**src/hdl/frfp_pkg.sv**
```systemverilog
// ----------------------------------------------------------------------------
// frfp_pkg
// Shared constants and payload types of the range and flow frame parser.
// ----------------------------------------------------------------------------
`default_nettype none

package frfp_pkg;

  // default sizes
  localparam int MAX_PAYLOAD_DEF = 64;
  localparam int QUEUE_DEPTH_DEF = 2;

  // frame constants
  localparam logic [7:0] HEAD_BYTE = 8'hEF;

  // configuration port
  localparam int CFG_IDX_W  = 8;
  localparam int CFG_DATA_W = 32;

  localparam logic [CFG_IDX_W-1:0] REG_MAX_DIST = CFG_IDX_W'(0);
  localparam logic [CFG_IDX_W-1:0] REG_MAX_FLOW = CFG_IDX_W'(1);

  localparam logic [31:0] RESET_MAX_DIST = 32'd12000000;
  localparam logic [15:0] RESET_MAX_FLOW = 16'd700;

  // decoded frame fields handed from the front to the back
  typedef struct packed {
    logic [31:0] distance_mm;
    logic [15:0] flow_x;
    logic [15:0] flow_y;
    logic [7:0]  quality;
    logic [31:0] time_ms;
  } frame_t;

  // validated result
  typedef struct packed {
    logic [31:0]        distance_mm;
    logic signed [15:0] flow_roll;
    logic signed [15:0] flow_pitch;
    logic [7:0]         flow_grade;
    logic [31:0]        sensor_time_ms;
  } result_t;

endpackage

`default_nettype wire

```
**src/hdl/flow_range_frame_parser.sv**
```systemverilog
// A checked frame is registered in the frame queue, then in the result queue.
// Throughput: one byte per cycle; in_full rises only while the frame queue
// between parser and checker is full, i.e. while results back up at the output.
// Reset: synchronous, active low; parser back to head hunt, both queues empty,
// limits back to 12000000 mm and 700.
// ----------------------------------------------------------------------------
// flow_range_frame_parser
// Serial range and optical flow frame parser with additive checksum.
// ----------------------------------------------------------------------------
`default_nettype none

module flow_range_frame_parser
  import frfp_pkg::*;
#(
  parameter int MAX_PAYLOAD = MAX_PAYLOAD_DEF,
  parameter int QUEUE_DEPTH = QUEUE_DEPTH_DEF
) (
  input  wire logic                  clk,
  input  wire logic                  rst_n,
  input  wire logic                  in_push,
  input  wire logic [7:0]            in_rx_byte,
  output logic                       in_full,
  output logic                       out_empty,
  input  wire logic                  out_pop,
  output logic [31:0]                out_distance_mm,
  output logic signed [15:0]         out_flow_roll,
  output logic signed [15:0]         out_flow_pitch,
  output logic [7:0]                 out_flow_grade,
  output logic [31:0]                out_sensor_time_ms,
  input  wire logic                  cfg_we,
  input  wire logic [CFG_IDX_W-1:0]  cfg_index,
  input  wire logic [CFG_DATA_W-1:0] cfg_wdata
);

  logic    fq_push, fq_full, fq_pop, fq_empty;
  frame_t  fq_wdata, fq_rdata;
  logic    rq_push, rq_full;
  result_t rq_wdata, rq_rdata;

  // byte parser
  frfp_front #(
    .MAX_PAYLOAD(MAX_PAYLOAD)
  ) u_front (
    .clk       (clk),
    .rst_n     (rst_n),
    .in_push   (in_push),
    .in_rx_byte(in_rx_byte),
    .in_full   (in_full),
    .q_push    (fq_push),
    .q_data    (fq_wdata),
    .q_full    (fq_full)
  );

  // checked frames waiting for validation
  frfp_fifo #(
    .WIDTH($bits(frame_t)),
    .DEPTH(QUEUE_DEPTH)
  ) u_frame_q (
    .clk  (clk),
    .rst_n(rst_n),
    .push (fq_push),
    .wdata(fq_wdata),
    .full (fq_full),
    .pop  (fq_pop),
    .rdata(fq_rdata),
    .empty(fq_empty)
  );

  // limit check
  frfp_back u_back (
    .clk      (clk),
    .rst_n    (rst_n),
    .cfg_we   (cfg_we),
    .cfg_index(cfg_index),
    .cfg_wdata(cfg_wdata),
    .q_data   (fq_rdata),
    .q_empty  (fq_empty),
    .q_pop    (fq_pop),
    .r_push   (rq_push),
    .r_data   (rq_wdata),
    .r_full   (rq_full)
  );

  // result queue
  frfp_fifo #(
    .WIDTH($bits(result_t)),
    .DEPTH(QUEUE_DEPTH)
  ) u_result_q (
    .clk  (clk),
    .rst_n(rst_n),
    .push (rq_push),
    .wdata(rq_wdata),
    .full (rq_full),
    .pop  (out_pop),
    .rdata(rq_rdata),
    .empty(out_empty)
  );

  assign out_distance_mm    = rq_rdata.distance_mm;
  assign out_flow_roll      = rq_rdata.flow_roll;
  assign out_flow_pitch     = rq_rdata.flow_pitch;
  assign out_flow_grade     = rq_rdata.flow_grade;
  assign out_sensor_time_ms = rq_rdata.sensor_time_ms;

endmodule

`default_nettype wire

```
**src/hdl/frfp_fifo.sv**
```systemverilog
// ----------------------------------------------------------------------------
// frfp_fifo
// Small first-in first-out queue with full and empty flags.
// ----------------------------------------------------------------------------
`default_nettype none

module frfp_fifo #(
  parameter int WIDTH = 8,
  parameter int DEPTH = 2
) (
  input  wire logic             clk,
  input  wire logic             rst_n,
  input  wire logic             push,
  input  wire logic [WIDTH-1:0] wdata,
  output logic                  full,
  input  wire logic             pop,
  output logic [WIDTH-1:0]      rdata,
  output logic                  empty
);

  localparam int PTR_W = (DEPTH > 1) ? $clog2(DEPTH) : 1;
  localparam int CNT_W = $clog2(DEPTH + 1);

  logic [WIDTH-1:0] mem_r [DEPTH];
  logic [PTR_W-1:0] wr_ptr_r, wr_ptr_nxt;
  logic [PTR_W-1:0] rd_ptr_r, rd_ptr_nxt;
  logic [CNT_W-1:0] count_r, count_nxt;
  logic             do_push, do_pop;

  assign full    = (count_r == CNT_W'(DEPTH));
  assign empty   = (count_r == '0);
  assign do_push = push && !full;
  assign do_pop  = pop && !empty;
  assign rdata   = mem_r[rd_ptr_r];

  // pointer and count update
  always_comb begin
    wr_ptr_nxt = wr_ptr_r;
    rd_ptr_nxt = rd_ptr_r;
    count_nxt  = count_r;
    if (do_push) begin
      wr_ptr_nxt = (wr_ptr_r == PTR_W'(DEPTH - 1)) ? '0 : wr_ptr_r + 1'b1;
    end
    if (do_pop) begin
      rd_ptr_nxt = (rd_ptr_r == PTR_W'(DEPTH - 1)) ? '0 : rd_ptr_r + 1'b1;
    end
    unique case ({do_push, do_pop})
      2'b10:   count_nxt = count_r + 1'b1;
      2'b01:   count_nxt = count_r - 1'b1;
      default: count_nxt = count_r;
    endcase
  end

  always_ff @(posedge clk) begin
    if (!rst_n) begin
      wr_ptr_r <= '0;
      rd_ptr_r <= '0;
      count_r  <= '0;
    end else begin
      wr_ptr_r <= wr_ptr_nxt;
      rd_ptr_r <= rd_ptr_nxt;
      count_r  <= count_nxt;
    end
  end

  // storage
  always_ff @(posedge clk) begin
    if (do_push) begin
      mem_r[wr_ptr_r] <= wdata;
    end
  end

endmodule

`default_nettype wire

```
**src/hdl/frfp_front.sv**
```systemverilog
// ----------------------------------------------------------------------------
// frfp_front
// Byte-serial frame parser: hunts the head, tracks the header, sums the
// checksum and captures the payload fields; queues frames whose sum matches.
// ----------------------------------------------------------------------------
`default_nettype none

module frfp_front
  import frfp_pkg::*;
#(
  parameter int MAX_PAYLOAD = MAX_PAYLOAD_DEF
) (
  input  wire logic       clk,
  input  wire logic       rst_n,
  input  wire logic       in_push,
  input  wire logic [7:0] in_rx_byte,
  output logic            in_full,
  output logic            q_push,
  output frame_t          q_data,
  input  wire logic       q_full
);

  typedef enum logic [7:0] {
    ST_HUNT = 8'b0000_0001,
    ST_DEV  = 8'b0000_0010,
    ST_SYS  = 8'b0000_0100,
    ST_MSG  = 8'b0000_1000,
    ST_SEQ  = 8'b0001_0000,
    ST_LEN  = 8'b0010_0000,
    ST_PAY  = 8'b0100_0000,
    ST_SUM  = 8'b1000_0000
  } phase_t;

  phase_t      state_r, state_nxt;
  logic [7:0]  sum_r, sum_nxt;
  logic [6:0]  len_r, len_nxt;
  logic [6:0]  pos_r, pos_nxt;
  logic [6:0]  pos_inc;
  frame_t      frame_r, frame_nxt;
  logic        accept;
  logic [4:0]  sel32;
  logic [3:0]  sel16;

  assign in_full = q_full;
  assign accept  = in_push && !q_full;
  assign q_data  = frame_r;
  assign pos_inc = pos_r + 7'd1;
  assign sel32   = {pos_r[1:0], 3'b000};
  assign sel16   = {pos_r[0], 3'b000};

  // parser next state
  always_comb begin
    state_nxt = state_r;
    sum_nxt   = sum_r;
    len_nxt   = len_r;
    pos_nxt   = pos_r;
    frame_nxt = frame_r;
    q_push    = 1'b0;
    if (accept) begin
      unique case (state_r)
        ST_HUNT: begin
          if (in_rx_byte == HEAD_BYTE) begin
            frame_nxt = '0;
            sum_nxt   = HEAD_BYTE;
            pos_nxt   = '0;
            state_nxt = ST_DEV;
          end
        end
        ST_DEV: begin
          sum_nxt   = sum_r + in_rx_byte;
          state_nxt = ST_SYS;
        end
        ST_SYS: begin
          sum_nxt   = sum_r + in_rx_byte;
          state_nxt = ST_MSG;
        end
        ST_MSG: begin
          sum_nxt   = sum_r + in_rx_byte;
          state_nxt = ST_SEQ;
        end
        ST_SEQ: begin
          sum_nxt   = sum_r + in_rx_byte;
          state_nxt = ST_LEN;
        end
        ST_LEN: begin
          priority if (in_rx_byte == 8'd0) begin
            len_nxt   = '0;
            state_nxt = ST_SUM;
          end else if (in_rx_byte > 8'(MAX_PAYLOAD)) begin
            state_nxt = ST_HUNT;
          end else begin
            len_nxt   = in_rx_byte[6:0];
            sum_nxt   = sum_r + in_rx_byte;
            pos_nxt   = '0;
            state_nxt = ST_PAY;
          end
        end
        ST_PAY: begin
          // little-endian field capture, other positions only summed
          priority if (pos_r < 7'd4) begin
            frame_nxt.time_ms[sel32 +: 8] = in_rx_byte;
          end else if (pos_r < 7'd8) begin
            frame_nxt.distance_mm[sel32 +: 8] = in_rx_byte;
          end else if (pos_r == 7'd12 || pos_r == 7'd13) begin
            frame_nxt.flow_x[sel16 +: 8] = in_rx_byte;
          end else if (pos_r == 7'd14 || pos_r == 7'd15) begin
            frame_nxt.flow_y[sel16 +: 8] = in_rx_byte;
          end else if (pos_r == 7'd16) begin
            frame_nxt.quality = in_rx_byte;
          end
          sum_nxt = sum_r + in_rx_byte;
          if (pos_inc >= len_r) begin
            pos_nxt   = '0;
            state_nxt = ST_SUM;
          end else begin
            pos_nxt = pos_inc;
          end
        end
        ST_SUM: begin
          q_push    = (in_rx_byte == sum_r);
          state_nxt = ST_HUNT;
        end
        default: state_nxt = ST_HUNT;
      endcase
    end
  end

  // control state
  always_ff @(posedge clk) begin
    if (!rst_n) begin
      state_r <= ST_HUNT;
      sum_r   <= '0;
      len_r   <= '0;
      pos_r   <= '0;
    end else begin
      state_r <= state_nxt;
      sum_r   <= sum_nxt;
      len_r   <= len_nxt;
      pos_r   <= pos_nxt;
    end
  end

  // captured fields, cleared at each head byte
  always_ff @(posedge clk) begin
    frame_r <= frame_nxt;
  end

endmodule

`default_nettype wire

```
**src/hdl/frfp_back.sv**
```systemverilog
// ----------------------------------------------------------------------------
// frfp_back
// Plausibility check of checked frames against the configured limits and
// mapping of the sensor axes onto the result.
// ----------------------------------------------------------------------------
`default_nettype none

module frfp_back
  import frfp_pkg::*;
(
  input  wire logic                  clk,
  input  wire logic                  rst_n,
  input  wire logic                  cfg_we,
  input  wire logic [CFG_IDX_W-1:0]  cfg_index,
  input  wire logic [CFG_DATA_W-1:0] cfg_wdata,
  input  wire frame_t                q_data,
  input  wire logic                  q_empty,
  output logic                       q_pop,
  output logic                       r_push,
  output result_t                    r_data,
  input  wire logic                  r_full
);

  logic [31:0] max_dist_r, max_dist_nxt;
  logic [15:0] max_flow_r, max_flow_nxt;
  logic [16:0] mag_x, mag_y;
  logic        plausible;

  // limit registers
  always_comb begin
    max_dist_nxt = max_dist_r;
    max_flow_nxt = max_flow_r;
    if (cfg_we) begin
      unique case (cfg_index)
        REG_MAX_DIST: max_dist_nxt = cfg_wdata[31:0];
        REG_MAX_FLOW: max_flow_nxt = cfg_wdata[15:0];
        default: ;
      endcase
    end
  end

  always_ff @(posedge clk) begin
    if (!rst_n) begin
      max_dist_r <= RESET_MAX_DIST;
      max_flow_r <= RESET_MAX_FLOW;
    end else begin
      max_dist_r <= max_dist_nxt;
      max_flow_r <= max_flow_nxt;
    end
  end

  // flow magnitudes, -32768 gives 32768
  assign mag_x = q_data.flow_x[15] ? (17'h10000 - {1'b0, q_data.flow_x}) : {1'b0, q_data.flow_x};
  assign mag_y = q_data.flow_y[15] ? (17'h10000 - {1'b0, q_data.flow_y}) : {1'b0, q_data.flow_y};

  assign plausible = (q_data.distance_mm != 32'd0) &&
                     (q_data.distance_mm <= max_dist_r) &&
                     (mag_x <= {1'b0, max_flow_r}) &&
                     (mag_y <= {1'b0, max_flow_r});

  // drain one frame per cycle while the result queue is not full, rejected ones are dropped
  assign q_pop  = !q_empty && !r_full;
  assign r_push = q_pop && plausible;

  always_comb begin
    r_data.distance_mm    = q_data.distance_mm;
    r_data.flow_roll      = q_data.flow_y;
    r_data.flow_pitch     = q_data.flow_x;
    r_data.flow_grade     = q_data.quality;
    r_data.sensor_time_ms = q_data.time_ms;
  end

endmodule

`default_nettype wire

```
**config.mk**
```make
export PLATFORM = sky130hd
export DESIGN_NAME = flow_range_frame_parser
export DESIGN_NICKNAME = d
export VERILOG_FILES = /design/src/hdl/frfp_pkg.sv /design/src/hdl/flow_range_frame_parser.sv /design/src/hdl/frfp_fifo.sv /design/src/hdl/frfp_front.sv /design/src/hdl/frfp_back.sv
export SDC_FILE = /design/constraint.sdc
export NUM_CORES = 1
export LEC_CHECK = 0
export ABC_CLOCK_PERIOD_IN_PS = 19900
export BUFFER_PORTS_ARGS = -buffer_cell sky130_fd_sc_hd__clkbuf_2
export CORE_ASPECT_RATIO = 0.7
export CORE_MARGIN = 1.5
export CORE_UTILIZATION = 55
export CTS_CLUSTER_SIZE = 8
export DETAILED_ROUTE_END_ITERATION = 10
export GPL_TIMING_DRIVEN = 0
export PLACE_DENSITY = 0.73
export SLEW_MARGIN = 25
export SYNTH_ARGS = -nofsm -noshare
export SYNTH_HDL_FRONTEND = slang
export SYNTH_SLANG_ARGS = --single-unit
```
**constraint.sdc**
```tcl
create_clock -name clk -period 19.9 [get_ports clk]
set_input_delay 1.99 -clock clk [delete_from_list [all_inputs] [get_ports clk]]
set_output_delay 1.99 -clock clk [all_outputs]
set_load 0.05 [all_outputs]
```
==> results of run 1 <==
-- Yosys cell counts, types with 5 or more instances --
| cell type | count |
|---|---|
| sky130_fd_sc_hd__o211ai_1 | 15 |
| sky130_fd_sc_hd__nor3_1 | 17 |
| sky130_fd_sc_hd__dfxtp_1 | 88 |
| sky130_fd_sc_hd__buf_2 | 12 |
| sky130_fd_sc_hd__buf_1 | 14 |
| sky130_fd_sc_hd__nand2_1 | 136 |
| sky130_fd_sc_hd__a21oi_1 | 165 |
| sky130_fd_sc_hd__nor2_1 | 82 |
| sky130_fd_sc_hd__a211oi_1 | 6 |
| sky130_fd_sc_hd__xnor2_1 | 38 |
| sky130_fd_sc_hd__nor3b_1 | 6 |
| sky130_fd_sc_hd__nand3_1 | 39 |
| sky130_fd_sc_hd__and2_1 | 12 |
| sky130_fd_sc_hd__mux2_2 | 188 |
| sky130_fd_sc_hd__a22o_1 | 5 |
| sky130_fd_sc_hd__nor2b_1 | 15 |
| sky130_fd_sc_hd__clkbuf_1 | 45 |
| sky130_fd_sc_hd__a21o_1 | 11 |
| sky130_fd_sc_hd__or3_1 | 6 |
| sky130_fd_sc_hd__nand2b_1 | 71 |
| sky130_fd_sc_hd__o21ai_0 | 33 |
| sky130_fd_sc_hd__ha_1 | 88 |
| sky130_fd_sc_hd__edfxtp_1 | 520 |
| sky130_fd_sc_hd__nand4_1 | 17 |
| sky130_fd_sc_hd__inv_1 | 84 |
| sky130_fd_sc_hd__mux2i_1 | 46 |
| sky130_fd_sc_hd__nor4_1 | 20 |
| sky130_fd_sc_hd__xor2_1 | 8 |
-- sequential cells by signal (all words and copies together), names as in the netlist, named ones only --
| signal | count |
|---|---|
| u_back.max_flow_r | 16 |
| u_front.state_r | 8 |
| u_back.max_dist_r | 32 |
| u_frame_q.rd_ptr_r | 1 |
| u_front.len_r | 7 |
| u_front.q_data | 104 |
| u_result_q.count_r | 2 |
| u_result_q.wr_ptr_r | 1 |
| u_front.pos_r | 7 |
| u_frame_q.count_r | 2 |
| u_frame_q.mem_r | 208 |
| u_frame_q.wr_ptr_r | 1 |
| u_front.sum_r | 8 |
| u_result_q.rd_ptr_r | 1 |
| u_result_q.mem_r | 208 |
-- metrics by stage --
stage	hold WS (ns)	utilization	cells	area [µm²]	total power [W]
floorplan	0.421	-	1859	26000	0.00166
global placement	0.425	0.591	2628	27500	0.00173
detailed placement	0.438	0.601	2646	28000	0.00176
CTS	0.445	0.653	2783	30400	0.00308
global route	0.463	0.654	2784	30400	0.00316
finish	0.446	0.654	2785	30400	0.00307
-- power by group --
part | leakage, nW | total [W] | switching [W] | internal, W
clock | 1.16 | 0.00133 | 0.000534 | 0.000793
sequential | 5.43 | 0.00155 | 0.0000628 | 0.00149
combinational | 4.18 | 0.000190 | 0.000126 | 0.0000642
total | 10.8 | 0.00307 | 0.000722 | 0.00234
-- routing by layer --
metal / track usage / up-vias / wire length, µm
li1: - / 7424 / -
met1: 0.377 / 8181 / 27900
met3: 0.0605 / 101 / 5610
met2: 0.393 / 694 / 28000
met4: 0.0737 / 2 / 1190
met5: 0 / - / 13
-- logic make-up (layout without fill, tap and decap cells) --
| group | Yosys count | after routing |
|---|---|---|
| other cells | 0 | 2 |
| fa+ha+maj | 89 | 89 |
| compound gates | 271 | 271 |
| buf+inv | 162 | 474 |
| mux | 234 | 234 |
| simple gates | 449 | 449 |
| xor+xnor | 46 | 46 |
| flops | 608 | 608 |
-- how the worst max path moves through the flow --
stage                     from                            endpoint  slack, ns  cells past startpoint
after global routing      flop   u_result_q.mem_r[0][73]$_DFFE_PP_      12.08                     17
after detailed placement  flop  u_result_q.mem_r[0][101]$_DFFE_PP_      12.15                     17
after CTS                 flop   u_result_q.mem_r[0][78]$_DFFE_PP_      12.10                     17
after global placement    flop    u_result_q.mem_r[0][6]$_DFFE_PP_       5.54                     14
after floorplan           flop    u_result_q.mem_r[0][0]$_DFFE_PP_      10.89                     15
final                     flop   u_result_q.mem_r[0][78]$_DFFE_PP_      12.40                     17
-- layout make-up --
type / instances / area share
antenna: 2 / 0.000164
buffer: 75 / 0.0104
clock buffer: 130 / 0.0754
clock inverter: 7 / 0.00477
inverter: 87 / 0.0107
multi-input combinational: 1089 / 0.263
sequential: 608 / 0.571
tap: 612 / 0.0252
timing repair buffer: 175 / 0.0392
==> reports/metrics.yaml, run 1 <==
grt_overflow: 0
synth_adder_area_share: 0.0431
bufs_and_invs_on_worst_path: 8
ios: 159
post-route-drc-count: 0
max_slew_margin: 0.259
syn_nets: 2001
synthSimpleGateAreaFrac: 0.0876
count_of_routing_violations_after_the_opening_detailed_route_iteration: 1710
setup_viol: 0
post_layout_min_period_ns: 7.50
grt_antenna_before_repair: 2
muxShareOfSynthArea: 0.0992
grt.total_usage: 0.260
cts-buffers-inserted: 85
detail-route-antenna-nets: 0
syn-cell-area_mm2: 0.0260
reg_to_reg_critical_path_endpoint: "u_result_q.mem_r[0][78]$_DFFE_PP_"
max_slew.worst_pin.slew_ns: 1.11
layout_commonest_cell: "sky130_fd_sc_hd__edfxtp_1"
cts.reportedPaths.clkPinSlew_ns: 0.05
fin_worst_skew_ns: 0.0223
tritoncts: "yes"
area_growth_pct: 17.1
ys.flop_type: "sky130_fd_sc_hd__edfxtp_1"
io_buffers: 157
setup.worst_path.start_class: "flop"
drv_cap: 0
cts_buffer_depth: 3
multi_input_area_mm2: 0.00802
finalNetCount: 2263
drive_above_1_share: 0.227
cts_hold_buf: 0
reg2reg_depth: 17
cts.sink_count: 608
place.detailed.hpwl_um: 44400
total_of_cells_resized_after_clock_tree_synthesis: 0
cts_setup_buffers: 0
htree_levels: 3
ctsRootBufferMaster: "sky130_fd_sc_hd__clkbuf_16"
num_vias: 16400
slew_viol_final: 0
postSynthRegisterBits: 608
finalSetupTns_ns: 0
synth_compound_area_frac: 0.0612
ir_drop_mv: 0.0716
netlist.top_cell.by_area: "sky130_fd_sc_hd__edfxtp_1"
grt_pass1_wl_um: 95100
synth_largest_type_area_fraction: 0.601
hold_viol: 0
design.core.area_mm2: 0.0466
route.final.wire_length_um: 62700
wire_per_inst_um: 22.5
max_stage_delay_ns: 0.87
layout_common_cells: "520 x sky130_fd_sc_hd__edfxtp_1, 188 x sky130_fd_sc_hd__mux2_2, 162 x sky130_fd_sc_hd__a21oi_1"
die_area_mm2: 0.0486
synthesis.area_per_instance_um2: 14.0
floorplan.die.width_um: 263
total_leakage_power_nw: 10.8
yosys-top-cells-area: "sky130_fd_sc_hd__edfxtp_1 60%, sky130_fd_sc_hd__mux2_2 8.1%, sky130_fd_sc_hd__dfxtp_1 6.8%"
critical_path.endpoint_type: "flop"
post_synthesis_share_of_cell_area_spent_on_xor_and_xnor_gates: 0.0155
max_freq_mhz: 133
synthDistinctLibCells: 72
ys.warnings.count: 0
layout_setup_ws_ns: 12.40
layout_worst_path_cycle_share: 0.377
ys_async_sr_fraction: 0
setup_repair_after_global_routing_missed_its_margin: "false"
grt_max_degree: 52
critical_path_class: "flop to flop"
chipHeight_um: 185
regArea_mm2: 0.0174
clock_latency_on_the_worst_skew_pair_ns: 0.63
worst_hold_path.endpoint: "u_frame_q.mem_r[0][35]$_DFFE_PP_"
timing.critical_path.cells: "buf_4 > buf_2 > buf_4 > buf_2 > clkbuf_1 > mux2_2 > nor4b_1 > ha_1 > a21oi_1 > nand2b_1 > a2111oi_0 > o221ai_1 > a211oi_2 > nor2b_4 > buf_16 > buf_12 > buf_16"
syn_inst: 1859
crit_path_max_fanout: 20
row_count: 66
initial_core_util: 0.558
arrival_ns: 7.82
dominant_combinational_cell_family_by_area_after_synthesis: "multiplexers"
post_drt_via_cell_ratio: 5.89
min-delay-path-class: "flop to flop"
cp_top_family: "buffers and inverters"
worst_hold_startpoint: "u_front.q_data[35]$_SDFFCE_PN0P_"
drt_pass1_iterations: 6
synth-edff-count: 520
detailedPlace.worstSlack_ns: 12.15
crit_required_ns: 20.22
layout.filler_cells: 3338
r2r_setup_slack_ns: 12.40
seq_area_frac_synth: 0.669
cp_slowest_cell: "sky130_fd_sc_hd__clkbuf_1"
cellPowerDensity_mw_per_mm2: 101
gp_congestion: 0.895
number_of_global_route_vias_before_repair: 16400
status: "finished, final reports clean"
min_path_cells: 0
(Power assumes the default switching activity.)
==> run 2: changes to the inputs <==
--- a/config.mk
+++ b/config.mk
@@ -5,7 +5,7 @@
 export SDC_FILE = /design/constraint.sdc
 export NUM_CORES = 1
 export LEC_CHECK = 0
-export ABC_CLOCK_PERIOD_IN_PS = 19900
+export ABC_CLOCK_PERIOD_IN_PS = 6900
 export BUFFER_PORTS_ARGS = -buffer_cell sky130_fd_sc_hd__clkbuf_2
 export CORE_ASPECT_RATIO = 0.7
 export CORE_MARGIN = 1.5
==> constraint.sdc (replaced) <==
create_clock -name clk -period 6.9 [get_ports clk]
set_input_delay 0.69 -clock clk [delete_from_list [all_inputs] [get_ports clk]]
set_output_delay 0.69 -clock clk [all_outputs]
set_load 0.05 [all_outputs]
==> reports/metrics.yaml, run 2 (synthesized netlist as in run 1, its figures left out) <==
status: "finished, final reports clean"
layout_common_cells: "520 x sky130_fd_sc_hd__edfxtp_1, 188 x sky130_fd_sc_hd__mux2_2, 162 x sky130_fd_sc_hd__a21oi_1"
cts.reportedPaths.clkPinSlew_ns: 0.05
htree_levels: 3
post_drt_via_cell_ratio: 5.89
fin_worst_skew_ns: 0.0255
gp_congestion: 0.909
p_int_w: 0.00679
io_buffers: 157
ios: 159
grt_max_degree: 42
detailedPlace.worstSlack_ns: -0.478
hold_viol: 0
critical_path.endpoint_type: "flop"
design.core.area_mm2: 0.0466
placed_cells_incl_taps: 2646
setup_viol: 0
switching_share: 0.237
cts_buffer_depth: 3
post_layout_min_period_ns: 6.70
ctsRootBufferMaster: "sky130_fd_sc_hd__clkbuf_16"
worst_hold_startpoint: "cfg_wdata[19]"
drt_pass1_iterations: 5
finalNetCount: 2265
cellPowerDensity_mw_per_mm2: 292
grt.total_usage: 0.257
number_of_global_route_vias_before_repair: 16200
initial_core_util: 0.558
drv_cap: 0
area_growth_pct: 17.4
chipHeight_um: 185
clock_share_of_power: 0.435
setup.worst_path.start_class: "flop"
crit_path_max_fanout: 41
fin_cells: 2795
floorplan.die.width_um: 263
worst_hold_path.endpoint: "u_back.max_dist_r[19]$_SDFFE_PN0P_"
final_design_area_no_fill_mm2: 0.0305
layout.filler_cells: 3350
cts_hold_buf: 0
arrival_ns: 6.99
registers_with_the_most_flip_flops: "u_frame_q.mem_r: 208 flops, u_result_q.mem_r: 208 flops, u_front.q_data: 104 flops"
power.sequential.fraction: 0.502
grt_pass1_wl_um: 94000
cts.sink_count: 608
power.net_switching_w: 0.00211
cts-buffers-inserted: 85
max_slew.worst_pin.slew_ns: 1.09
max_freq_mhz: 149
layout_setup_ws_ns: 0.200
r2r_setup_slack_ns: 0.20
critical_path_class: "flop to flop"
wire_per_inst_um: 22.5
reg2reg_depth: 16
place.detailed.hpwl_um: 44200
num_vias: 16500
finalSetupTns_ns: 0
power.share.combinational: 0.063
total_leakage_power_nw: 10.8
min-delay-path-class: "input pin to flop"
row_count: 66
crit_required_ns: 7.19
detail-route-antenna-nets: 0
max_slew_margin: 0.271
route.final.wire_length_um: 62800
die_area_mm2: 0.0486
ir_drop_mv: 0.213
min_path_cells: 3
post-route-drc-count: 0
placement.cell_area_mm2: 0.0280
count_of_routing_violations_after_the_opening_detailed_route_iteration: 1707
layout_worst_path_cycle_share: 0.971
grt_overflow: 0
drive_above_1_share: 0.228
slew_viol_final: 0
layout_commonest_cell: "sky130_fd_sc_hd__edfxtp_1"
clock_latency_on_the_worst_skew_pair_ns: 0.62
setup_repair_after_global_routing_missed_its_margin: "false"
grt_antenna_before_repair: 0
reg_to_reg_critical_path_endpoint: "u_result_q.mem_r[1][89]$_DFFE_PP_"
tritoncts: "yes"
## run 2: changes by cell type in the layout (fill, tap and decap cells not counted), sizes merged
cell    previous run  this run
and2              12        13
clkbuf           332       341
buf               48        49
diode              2         1
## run 2: repair_timing
item | in CTS | in global routing
resized for setup | 3 | 3
pin swaps | 0 | 1
setup endpoints to repair | 166 | 103
gates cloned | 0 | 1
setup buffers | 0 | 1
## run 2: layout make-up
cell class	count	area, µm²	area share
plain buffers	75	317	0.0104
inverters	87	327	0.0107
well taps	612	766	0.0251
clock buffers	139	2330	0.0764
repair buffers	176	1200	0.0393
clock inverters	7	143	0.00468
flip-flops and latches	608	17400	0.570
multi-input cells	1090	8040	0.264
diodes	1	2.50	0.0000820
## run 2: worst max-delay path, stage by stage, from the launching register on
cell and delay [ns]:
sky130_fd_sc_hd__dfxtp_1 0.42, sky130_fd_sc_hd__buf_4 0.24, sky130_fd_sc_hd__buf_2 0.32, sky130_fd_sc_hd__buf_4 0.30
sky130_fd_sc_hd__buf_2 0.40, sky130_fd_sc_hd__clkbuf_2 0.49, sky130_fd_sc_hd__mux2_2 0.47, sky130_fd_sc_hd__nor4b_1 0.56
sky130_fd_sc_hd__ha_1 0.37, sky130_fd_sc_hd__a21oi_1 0.18, sky130_fd_sc_hd__nand2b_1 0.08, sky130_fd_sc_hd__a2111oi_1 0.60
sky130_fd_sc_hd__o221ai_1 0.36, sky130_fd_sc_hd__a211oi_4 0.52, sky130_fd_sc_hd__and2_4 0.47, sky130_fd_sc_hd__buf_12 0.26
sky130_fd_sc_hd__buf_16 0.25
## run 2: stage by stage
step                      utilization  power, W  hold slack [ns]
after floorplan                     -   0.00478            0.421
after global placement          0.591   0.00499            0.424
after detailed placement        0.601   0.00508            0.430
after CTS                       0.654   0.00892            0.298
after global routing            0.655   0.00916            0.305
final                           0.655   0.00890            0.321
## run 2: worst max path at each step
| stage | from | to | slack, ns | depth (start not counted) |
|---|---|---|---|---|
| after floorplan | flop | u_result_q.mem_r[1][0]$_DFFE_PP_ | 0.16 | 15 |
| after global placement | flop | u_result_q.mem_r[1][5]$_DFFE_PP_ | -3.47 | 14 |
| after detailed placement | flop | u_result_q.mem_r[1][8]$_DFFE_PP_ | -0.48 | 16 |
| after CTS | flop | u_result_q.mem_r[1][75]$_DFFE_PP_ | 0.11 | 16 |
| after global routing | flop | u_result_q.mem_r[1][0]$_DFFE_PP_ | 0.07 | 16 |
| final | flop | u_result_q.mem_r[1][89]$_DFFE_PP_ | 0.20 | 16 |
## run 2: metal layers
metal  track usage  routed length (µm)  vias up
li1              -                   -     7446
met1         0.380               27700     8088
met2         0.393               28000      820
met3        0.0419                5680      109
met4        0.0777                1400        0
met5             0                   0        -
## run 2: power groups by stage
stage	Clock [W]	Combinational, W	Sequential, W
final	0.00387	0.000560	0.00447
after global routing	0.00407	0.000601	0.00448
after CTS	0.00391	0.000550	0.00446
after detailed placement	0	0.000545	0.00453
after global placement	0	0.000462	0.00453
after floorplan	0	0.000335	0.00444
